## config.mk

```make
export PLATFORM = sky130hd
export DESIGN_NAME = extent_chunk_splitter_unit
export DESIGN_NICKNAME = d
export VERILOG_FILES = /design/src/hw/rtl/ecs_pkg.sv /design/src/hw/rtl/extent_chunk_splitter_unit.sv /design/src/hw/rtl/ecs_alu.sv /design/src/hw/rtl/ecs_seq.sv
export SDC_FILE = /design/constraint.sdc
export NUM_CORES = 1
export LEC_CHECK = 0
export BUFFER_PORTS_ARGS = -buffer_cell sky130_fd_sc_hd__buf_2
export CORE_MARGIN = 2
export CORE_UTILIZATION = 25
export DETAILED_ROUTE_END_ITERATION = 10
export PLACE_DENSITY_LB_ADDON = 0.1
export SLEW_MARGIN = 15
export SYNTH_ARGS = -nofsm -noshare
export SYNTH_HDL_FRONTEND = slang
export SYNTH_SLANG_ARGS = --single-unit
```

## constraint.sdc

```tcl
create_clock -name clk_i -period 9.57 [get_ports clk_i]
set_input_delay 1.914 -clock clk_i [delete_from_list [all_inputs] [get_ports clk_i]]
set_output_delay 1.914 -clock clk_i [all_outputs]
set_load 0.05 [all_outputs]
```

## src/hw/rtl/ecs_pkg.sv

```systemverilog
// Package for the extent chunk splitter: payload structs, sequencer state,
// register map and the shared-adder operand bundle.
// No dependencies; every other file of the block imports it.
package ecs_pkg;

  // Chunk boundary in sectors is 2^CHUNK_SHIFT (valid from 12 to 16).
  localparam int CHUNK_SHIFT   = 12;
  localparam int CHUNK_SECTORS = 1 << CHUNK_SHIFT;
  localparam int SECTOR_SHIFT  = 9;
  localparam int MAX_CMDS      = 64;

  localparam int ADDR_W   = 48;
  localparam int LEN_W    = 27;
  localparam int LBA_W    = 39;
  localparam int CNT_W    = 17;
  localparam int PROC_W   = 49;
  localparam int ALU_W    = 50;
  localparam int REM_W    = LEN_W - SECTOR_SHIFT;
  localparam int CMD_W    = $clog2(MAX_CMDS);
  localparam int EX_W     = PROC_W - SECTOR_SHIFT;
  localparam int PADDR_W  = 4;
  localparam int PDATA_W  = 64;

  typedef struct packed {
    logic [ADDR_W-1:0] extent_logical;
    logic [ADDR_W-1:0] extent_physical;
    logic [LEN_W-1:0]  extent_bytes;
    logic              first_extent;
  } ecs_in_t;

  typedef struct packed {
    logic [LBA_W-1:0] start_lba;
    logic [CNT_W-1:0] num_sectors;
    logic             extent_end;
    logic             request_done;
  } ecs_out_t;

  // Register index, taken from paddr bit 3 (registers sit at byte 0 and 8).
  typedef enum logic {
    REG_START_OFFSET   = 1'b0,
    REG_REQUEST_LENGTH = 1'b1
  } ecs_reg_e;

  typedef enum logic [2:0] {
    S_IDLE,
    S_SKIP,
    S_EFF,
    S_ADDR,
    S_CHUNK,
    S_CHECK
  } ecs_state_e;

  typedef struct packed {
    logic [ALU_W-1:0] a;
    logic [ALU_W-1:0] b;
    logic             sub;
  } ecs_alu_op_t;

  typedef struct packed {
    logic     valid;
    ecs_out_t data;
  } ecs_emit_t;

endpackage

```

## src/hw/rtl/extent_chunk_splitter_unit.sv

```systemverilog
// Top level of the extent chunk splitter: configuration registers, result
// register, and the sequencer with its shared adder.
// Depends on ecs_pkg, ecs_alu and ecs_seq.

// The block takes one extent request at a time and is not ready again until
// it has issued every command of that extent. A command waits in its check
// step until the result register is free. An extent that yields nothing
// passes through setup alone, and one arriving after the request is
// satisfied (not a first extent) skips setup. All wide arithmetic goes
// through a single 50-bit adder/subtractor: three setup steps per extent,
// then one add and one compare per command. Commands leave through a result
// register, so the next command is computed while the previous one waits.
// Registers start_offset and request_length sit at byte 0 and 8 of the
// 64-bit port.
module extent_chunk_splitter_unit (
  input  logic                           clk_i,
  input  logic                           rst_ni,
  input  logic                           in_valid_i,
  output logic                           in_ready_o,
  input  ecs_pkg::ecs_in_t               in_data_i,
  output logic                           out_valid_o,
  input  logic                           out_ready_i,
  output ecs_pkg::ecs_out_t              out_data_o,
  input  logic                           psel,
  input  logic                           penable,
  input  logic                           pwrite,
  input  logic [ecs_pkg::PADDR_W-1:0]    paddr,
  input  logic [ecs_pkg::PDATA_W-1:0]    pwdata,
  output logic [ecs_pkg::PDATA_W-1:0]    prdata,
  output logic                           pready
);
  import ecs_pkg::*;

  logic [ADDR_W-1:0] start_offset_q;
  logic [ADDR_W-1:0] request_length_q;
  logic              out_valid_q;
  ecs_out_t          out_q;
  ecs_emit_t         emit;
  ecs_alu_op_t       alu_op;
  logic [ALU_W-1:0]  alu_res;
  logic              out_free;
  ecs_reg_e          reg_sel;

  assign pready   = 1'b1;
  assign reg_sel  = ecs_reg_e'(paddr[3]);
  assign out_free = !out_valid_q || out_ready_i;

  always_comb begin
    unique case (reg_sel)
      REG_START_OFFSET:   prdata = PDATA_W'(start_offset_q);
      REG_REQUEST_LENGTH: prdata = PDATA_W'(request_length_q);
      default:            prdata = '0;
    endcase
  end

  always_ff @(posedge clk_i or negedge rst_ni) begin
    if (!rst_ni) begin
      start_offset_q   <= '0;
      request_length_q <= ADDR_W'(512);
    end else if (psel && penable && pwrite && pready) begin
      unique case (reg_sel)
        REG_START_OFFSET:   start_offset_q   <= pwdata[ADDR_W-1:0];
        REG_REQUEST_LENGTH: request_length_q <= pwdata[ADDR_W-1:0];
        default: ;
      endcase
    end
  end

  ecs_alu u_alu (
    .op_i  (alu_op),
    .res_o (alu_res)
  );

  ecs_seq u_seq (
    .clk_i            (clk_i),
    .rst_ni           (rst_ni),
    .in_valid_i       (in_valid_i),
    .in_ready_o       (in_ready_o),
    .in_data_i        (in_data_i),
    .start_offset_i   (start_offset_q),
    .request_length_i (request_length_q),
    .out_free_i       (out_free),
    .emit_o           (emit),
    .alu_op_o         (alu_op),
    .alu_res_i        (alu_res)
  );

  always_ff @(posedge clk_i or negedge rst_ni) begin
    if (!rst_ni) begin
      out_valid_q <= 1'b0;
    end else if (emit.valid) begin
      out_valid_q <= 1'b1;
    end else if (out_ready_i) begin
      out_valid_q <= 1'b0;
    end
  end

  always_ff @(posedge clk_i) begin
    if (emit.valid) begin
      out_q <= emit.data;
    end
  end

  assign out_valid_o = out_valid_q;
  assign out_data_o  = out_q;

endmodule

```

## src/hw/rtl/ecs_alu.sv

```systemverilog
// Shared 50-bit adder/subtractor of the extent chunk splitter.
// Depends on ecs_pkg for the operand bundle and widths.
module ecs_alu (
  input  ecs_pkg::ecs_alu_op_t     op_i,
  output logic [ecs_pkg::ALU_W-1:0] res_o
);
  import ecs_pkg::*;

  assign res_o = op_i.sub ? (op_i.a - op_i.b) : (op_i.a + op_i.b);

endmodule

```

## src/hw/rtl/ecs_seq.sv

```systemverilog
// Sequencer and working registers of the extent chunk splitter. It drives the
// shared adder through the setup steps and then one add and one compare per command.
// Depends on ecs_pkg.
module ecs_seq (
  input  logic                          clk_i,
  input  logic                          rst_ni,
  input  logic                          in_valid_i,
  output logic                          in_ready_o,
  input  ecs_pkg::ecs_in_t              in_data_i,
  input  logic [ecs_pkg::ADDR_W-1:0]    start_offset_i,
  input  logic [ecs_pkg::ADDR_W-1:0]    request_length_i,
  input  logic                          out_free_i,
  output ecs_pkg::ecs_emit_t            emit_o,
  output ecs_pkg::ecs_alu_op_t          alu_op_o,
  input  logic [ecs_pkg::ALU_W-1:0]     alu_res_i
);
  import ecs_pkg::*;

  ecs_state_e        state_q, state_d;
  ecs_in_t           item_q, item_d;
  logic [ADDR_W-1:0] skip_q, skip_d;
  logic [REM_W-1:0]  rem_q, rem_d;
  logic [LBA_W-1:0]  lba_q, lba_d;
  logic [CNT_W-1:0]  cnt_q, cnt_d;
  logic              fit_q, fit_d;
  logic [CMD_W-1:0]  n_q, n_d;
  logic [PROC_W-1:0] proc_q, proc_d;
  logic              finished_q, finished_d;

  logic [CNT_W-1:0]  cnt_full;
  logic              fits;
  logic              reached;
  logic [EX_W-1:0]   ex;
  logic              ex_ge;
  logic [CNT_W-1:0]  trimmed;
  logic              cmd_last;
  logic [LBA_W-1:0]  lba_next;

  // Sectors left up to the next chunk boundary, and whether the rest fits.
  assign cnt_full = CNT_W'(CHUNK_SECTORS) - CNT_W'(lba_q[CHUNK_SHIFT-1:0]);
  assign fits     = REM_W'(cnt_full) >= rem_q;

  // In the check step the adder holds processed minus request length.
  assign reached  = ~alu_res_i[ALU_W-1];
  assign ex       = alu_res_i[PROC_W-1:SECTOR_SHIFT];
  assign ex_ge    = (|ex[EX_W-1:CNT_W]) || (ex[CNT_W-1:0] >= cnt_q);
  assign trimmed  = (!reached) ? cnt_q : (ex_ge ? '0 : cnt_q - ex[CNT_W-1:0]);
  assign cmd_last = fit_q || reached || (n_q == CMD_W'(MAX_CMDS - 1));
  assign lba_next = {lba_q[LBA_W-1:CHUNK_SHIFT] + (LBA_W-CHUNK_SHIFT)'(1),
                     {CHUNK_SHIFT{1'b0}}};

  assign in_ready_o = (state_q == S_IDLE);

  always_comb begin
    state_d = state_q;
    unique case (state_q)
      S_IDLE: begin
        if (in_valid_i && (in_data_i.first_extent || !finished_q)) begin
          state_d = S_SKIP;
        end
      end
      S_SKIP:  state_d = S_EFF;
      S_EFF:   state_d = S_ADDR;
      S_ADDR:  state_d = S_CHUNK;
      S_CHUNK: state_d = (rem_q != '0) ? S_CHECK : S_IDLE;
      S_CHECK: begin
        if (out_free_i) begin
          state_d = cmd_last ? S_IDLE : S_CHUNK;
        end
      end
      default: state_d = S_IDLE;
    endcase
  end

  // Operands of the shared adder for each step.
  always_comb begin
    alu_op_o = '0;
    unique case (state_q)
      S_SKIP: begin
        alu_op_o.a   = ALU_W'(start_offset_i);
        alu_op_o.b   = ALU_W'(item_q.extent_logical);
        alu_op_o.sub = 1'b1;
      end
      S_EFF: begin
        alu_op_o.a   = ALU_W'(item_q.extent_bytes);
        alu_op_o.b   = ALU_W'(skip_q);
        alu_op_o.sub = 1'b1;
      end
      S_ADDR: begin
        alu_op_o.a = ALU_W'(item_q.extent_physical);
        alu_op_o.b = ALU_W'(skip_q);
      end
      S_CHUNK: begin
        alu_op_o.a = ALU_W'(proc_q);
        alu_op_o.b = ALU_W'({(fits ? rem_q[CNT_W-1:0] : cnt_full),
                            {SECTOR_SHIFT{1'b0}}});
      end
      S_CHECK: begin
        alu_op_o.a   = ALU_W'(proc_q);
        alu_op_o.b   = ALU_W'(request_length_i);
        alu_op_o.sub = 1'b1;
      end
      default: ;
    endcase
  end

  always_comb begin
    item_d     = item_q;
    skip_d     = skip_q;
    rem_d      = rem_q;
    lba_d      = lba_q;
    cnt_d      = cnt_q;
    fit_d      = fit_q;
    n_d        = n_q;
    proc_d     = proc_q;
    finished_d = finished_q;
    emit_o     = '0;
    unique case (state_q)
      S_IDLE: begin
        if (in_valid_i) begin
          item_d = in_data_i;
          n_d    = '0;
          if (in_data_i.first_extent) begin
            proc_d     = '0;
            finished_d = 1'b0;
          end
        end
      end
      S_SKIP: begin
        // The offset only applies to the first extent, and only when it lies
        // at or beyond the extent's file offset.
        skip_d = (item_q.first_extent && (start_offset_i != '0) && !alu_res_i[ALU_W-1])
               ? alu_res_i[ADDR_W-1:0] : '0;
      end
      S_EFF: begin
        rem_d = alu_res_i[ALU_W-1] ? '0 : alu_res_i[LEN_W-1:SECTOR_SHIFT];
      end
      S_ADDR: begin
        lba_d = alu_res_i[ADDR_W-1:SECTOR_SHIFT];
      end
      S_CHUNK: begin
        if (rem_q != '0) begin
          cnt_d  = fits ? rem_q[CNT_W-1:0] : cnt_full;
          fit_d  = fits;
          rem_d  = rem_q - (fits ? rem_q : REM_W'(cnt_full));
          proc_d = alu_res_i[PROC_W-1:0];
        end
      end
      S_CHECK: begin
        emit_o.valid             = out_free_i;
        emit_o.data.start_lba    = lba_q;
        emit_o.data.num_sectors  = trimmed;
        emit_o.data.extent_end   = cmd_last;
        emit_o.data.request_done = reached;
        if (out_free_i) begin
          lba_d = lba_next;
          n_d   = n_q + CMD_W'(1);
          if (reached) begin
            finished_d = 1'b1;
          end
        end
      end
      default: ;
    endcase
  end

  always_ff @(posedge clk_i or negedge rst_ni) begin
    if (!rst_ni) begin
      state_q    <= S_IDLE;
      n_q        <= '0;
      proc_q     <= '0;
      finished_q <= 1'b0;
    end else begin
      state_q    <= state_d;
      n_q        <= n_d;
      proc_q     <= proc_d;
      finished_q <= finished_d;
    end
  end

  always_ff @(posedge clk_i) begin
    item_q <= item_d;
    skip_q <= skip_d;
    rem_q  <= rem_d;
    lba_q  <= lba_d;
    cnt_q  <= cnt_d;
    fit_q  <= fit_d;
  end

endmodule

```

==> key figures <==
Status
  • Status: finished, final reports clean

Place
  • Routability cong.: a little under 0.9
  • Detailed placement HPWL: ~78 mm
  • Pre-CTS WS: around 0.21 ns
  • # port buffers: about 290
  • Cell Area, Placed: a little over 30000 um^2

Final layout
  • Layout cells sized above 1: between 20 and 30%
  • Post-route cell area: roughly 33000 um^2
  • Final net count: about 3200
  • Area growth syn-to-layout: 26.0%

STA
  • Fin. max-slew vios: 0
  • Setup ws final: approximately 0.51 ns
  • Setup-failing EPs final: 0
  • RSZ-0062 raised after global routing: false
  • Actual slew at the worst max-slew pin: around 1 ns
  • Period utilization: ~95%
  • Min cycle time layout: roughly 9.1 ns
  • Fmax: ~110 MHz
  • Slew HR: between 30% and 40%
  • Clk_skew: about 0.032 ns
  • TNS Setup: 0 ns
  • Final hold viol count: 0

Synthesis
  • Most frequent cell after synthesis: edfxtp_1
  • Top cells by instance count after synthesis: edfxtp_1 (305), nand2_1 (203), o21ai_0 (190), nor2_1 (170), dfrtp_1 (155)
  • Area leader, netlist: edfxtp_1
  • Post-Synthesis Cells: between 2000 and 2500
  • Post-synth design cell area: approximately 26000 um^2
  • Post-synth ARST share: 33.8%
  • Post-synth top flop: edfxtp_1
  • Yosys Warn Count: 0
  • Cell variety after synth: 76
  • Top cell type's share of synthesized area: a little over a third
  • Post-synthesis sequential area ratio: about 50%
  • Synthesized area per cell: ~11 um^2
  • Synth top area cells: edfxtp_1 (35%), dfrtp_1 (15%), mux2_2 (6.6%), ha_1 (4.5%), o21ai_0 (3.7%)
  • Number of synthesized flops with an enable pin: approximately 310
  • Seq cells post-synth: approximately 460

Clock tree
  • CTS buffer count: 57
  • Sink Count: approximately 460
  • CTS tree: yes
  • Max Root-Sink Buffers: 3
  • Htree depth: 2
  • Postcts setup bufs: 0
  • Clock root cell: clkbuf_16
  • Clock latency on the worst-skew pair: ~0.67 ns
  • CTS clk-pin slew, worst paths: 0.06 ns
  • Post-CTS Resized: 0
  • # hold bufs at CTS: 0

Detailed routing
  • Residual DRC count: 0
  • WL final: between 100 and 150 mm
  • DRT iter0 DRCs: 1488
  • Average wire per standard cell: 23.3 um
  • TritonRoute pass-1 iters: 5
  • Via density: between 4 and 5
  • Vias after detailed routing: 21100
  • Post-route ant nets: 0

Die
  • Initial Util: ~25%
  • Core area: roughly 100000 um^2
  • Die Y: between 300 and 400 um
  • Boundary Pins: between 300 and 400
  • Num rows: 118
  • Die ar.: 106000 um^2
  • Die X: ~330 um

Setup path
  • Worst setup SP type: flop
  • Type of the worst setup path: reg2reg
  • Most frequent CP cell: buf_4
  • Max incr delay on CP: about 0.50 ns
  • WP data required: between 10 and 15 ns
  • Worst-path fanout max: 13
  • Endpoint class of the critical path: flop
  • CP max-delay cell: or4_1
  • Worst path arrival time: roughly 9.5 ns

Global routing
  • First-pass GRT wire length: between 100 and 150 mm
  • Global route overflow: 0
  • Vias in the first global route: between 20000 and 25000
  • Largest net degree at the start of global routing: 78
  • Initial antenna violation count: 8
  • GRT Total Usage: a little under a fifth

Hold path
  • Worst min-delay path class: reg2reg

Run
  • Max-Cap Viols: 0
worst paths after layout:
kind / cells after the start / slack, ns / endpoint / startpoint
max reg2reg: 39 / 0.51 / out_data_o[3]$_SDFFCE_PN0P_ / u_seq.lba_q[5]$_SDFFCE_PP0P_
min: 2 / 0.49 / u_seq.proc_q[48]$_DFFE_PN0P_ / u_seq.proc_q[48]$_DFFE_PN0P_
max: 39 / 0.51 / out_data_o[3]$_SDFFCE_PN0P_ / u_seq.lba_q[5]$_SDFFCE_PP0P_
min in group asynchronous: 1 / 1.15 / out_valid_o$_DFFE_PN0P_ / rst_ni
max in group asynchronous: 3 / 6.31 / start_offset_q[10]$_DFFE_PN0P_ / rst_ni
min reg2reg: 2 / 0.49 / u_seq.proc_q[48]$_DFFE_PN0P_ / u_seq.proc_q[48]$_DFFE_PN0P_
through the flow:
step	cells	hold slack, ns	util, %
floorplan	2447	0.460	-
global placement	4228	0.482	29.7
detailed placement	4228	0.483	29.7
CTS	4335	0.497	31.6
global route	4336	0.525	31.7
finish	4338	0.495	31.7
cells in the final DEF, fill, tap and decap left out, types with 8 or more instances in the layout:
cell and instances:
o21a_1 11, o21bai_1 13, a22oi_1 75, xor2_1 65, mux2_2 152, nor2_4 12, bufinv_16 8, mux2i_1 52
and3_1 52, a21o_1 26, nor3_1 25, clkinv_2 12, a21oi_1 128, o31ai_1 23, nand4_1 41, or2_2 10
clkbuf_16 57, nand3_1 105, nor4_1 24, and2_1 13, o21ai_0 187, a221oi_1 12, buf_2 286, dfrtp_1 154
nand2b_1 13, nand2_1 203, inv_1 66, or3_1 16, o211ai_1 9, clkbuf_1 11, ha_1 93, nor2b_1 11
buf_4 256, nor2_1 167, edfxtp_1 305, and4_1 11, conb_1 21, xnor2_1 86, a31oi_1 9
layout make-up:
class | instances | area [um^2]
inverters | 66 | 248
repair buffers | 550 | 3500
clock inverters | 34 | 405
well taps | 1380 | 1730
fillers | 10600 | 70500
flip-flops and latches | 461 | 13100
diodes | 3 | 7.51
multi-input cells | 1771 | 12200
clock buffers | 73 | 1540
cells by family after synthesis:
logic type	Yosys count	share of synthesized area, %
other	2	0.0289
XOR/XNOR	153	5.23
flip-flops	461	50.3
buffers and inverters	215	3.49
AO/OA/AOI/OAI	556	13.4
adder cells (fa/ha/maj)	98	4.79
AND/OR/NAND/NOR	735	13.9
multiplexers	208	8.81
worst max-delay path, delay by kind of cell (launching register included):
kind	cells	cell delay [ns]
DFF	1	0.42
AOI/OAI and AO/OA	6	1.41
buffers and inverters	10	1.72
and+or+nand+nor	17	3.54
adders and majority gates	2	0.67
xor gates and xnor gates	3	0.73
muxes	1	0.32
registers in the layout, indices dropped and copies added (netlist names):
signal	flops
u_seq.lba_q	39
start_offset_q	48
out_data_o	58
u_seq.n_q	6
u_seq.state_q	3
u_seq.finished_q	1
u_seq.fit_q	1
request_length_q	48
u_seq.proc_q	49
out_valid_o	1
u_seq.item_q	124
u_seq.skip_q	48
u_seq.rem_q	18
u_seq.cnt_q	17
per-layer routing:
metal	up-vias	global-route usage [%]	wire length (um)
met4	2	4.96	2280
met5	-	0	13
met2	589	28.7	44100
met1	10500	27.1	49100
met3	104	3.02	5410
li1	9929	-	-
Power is left out: the tool's default activity adds up to more than one toggle a clock period on the data nets, which glitch-free logic cannot reach.
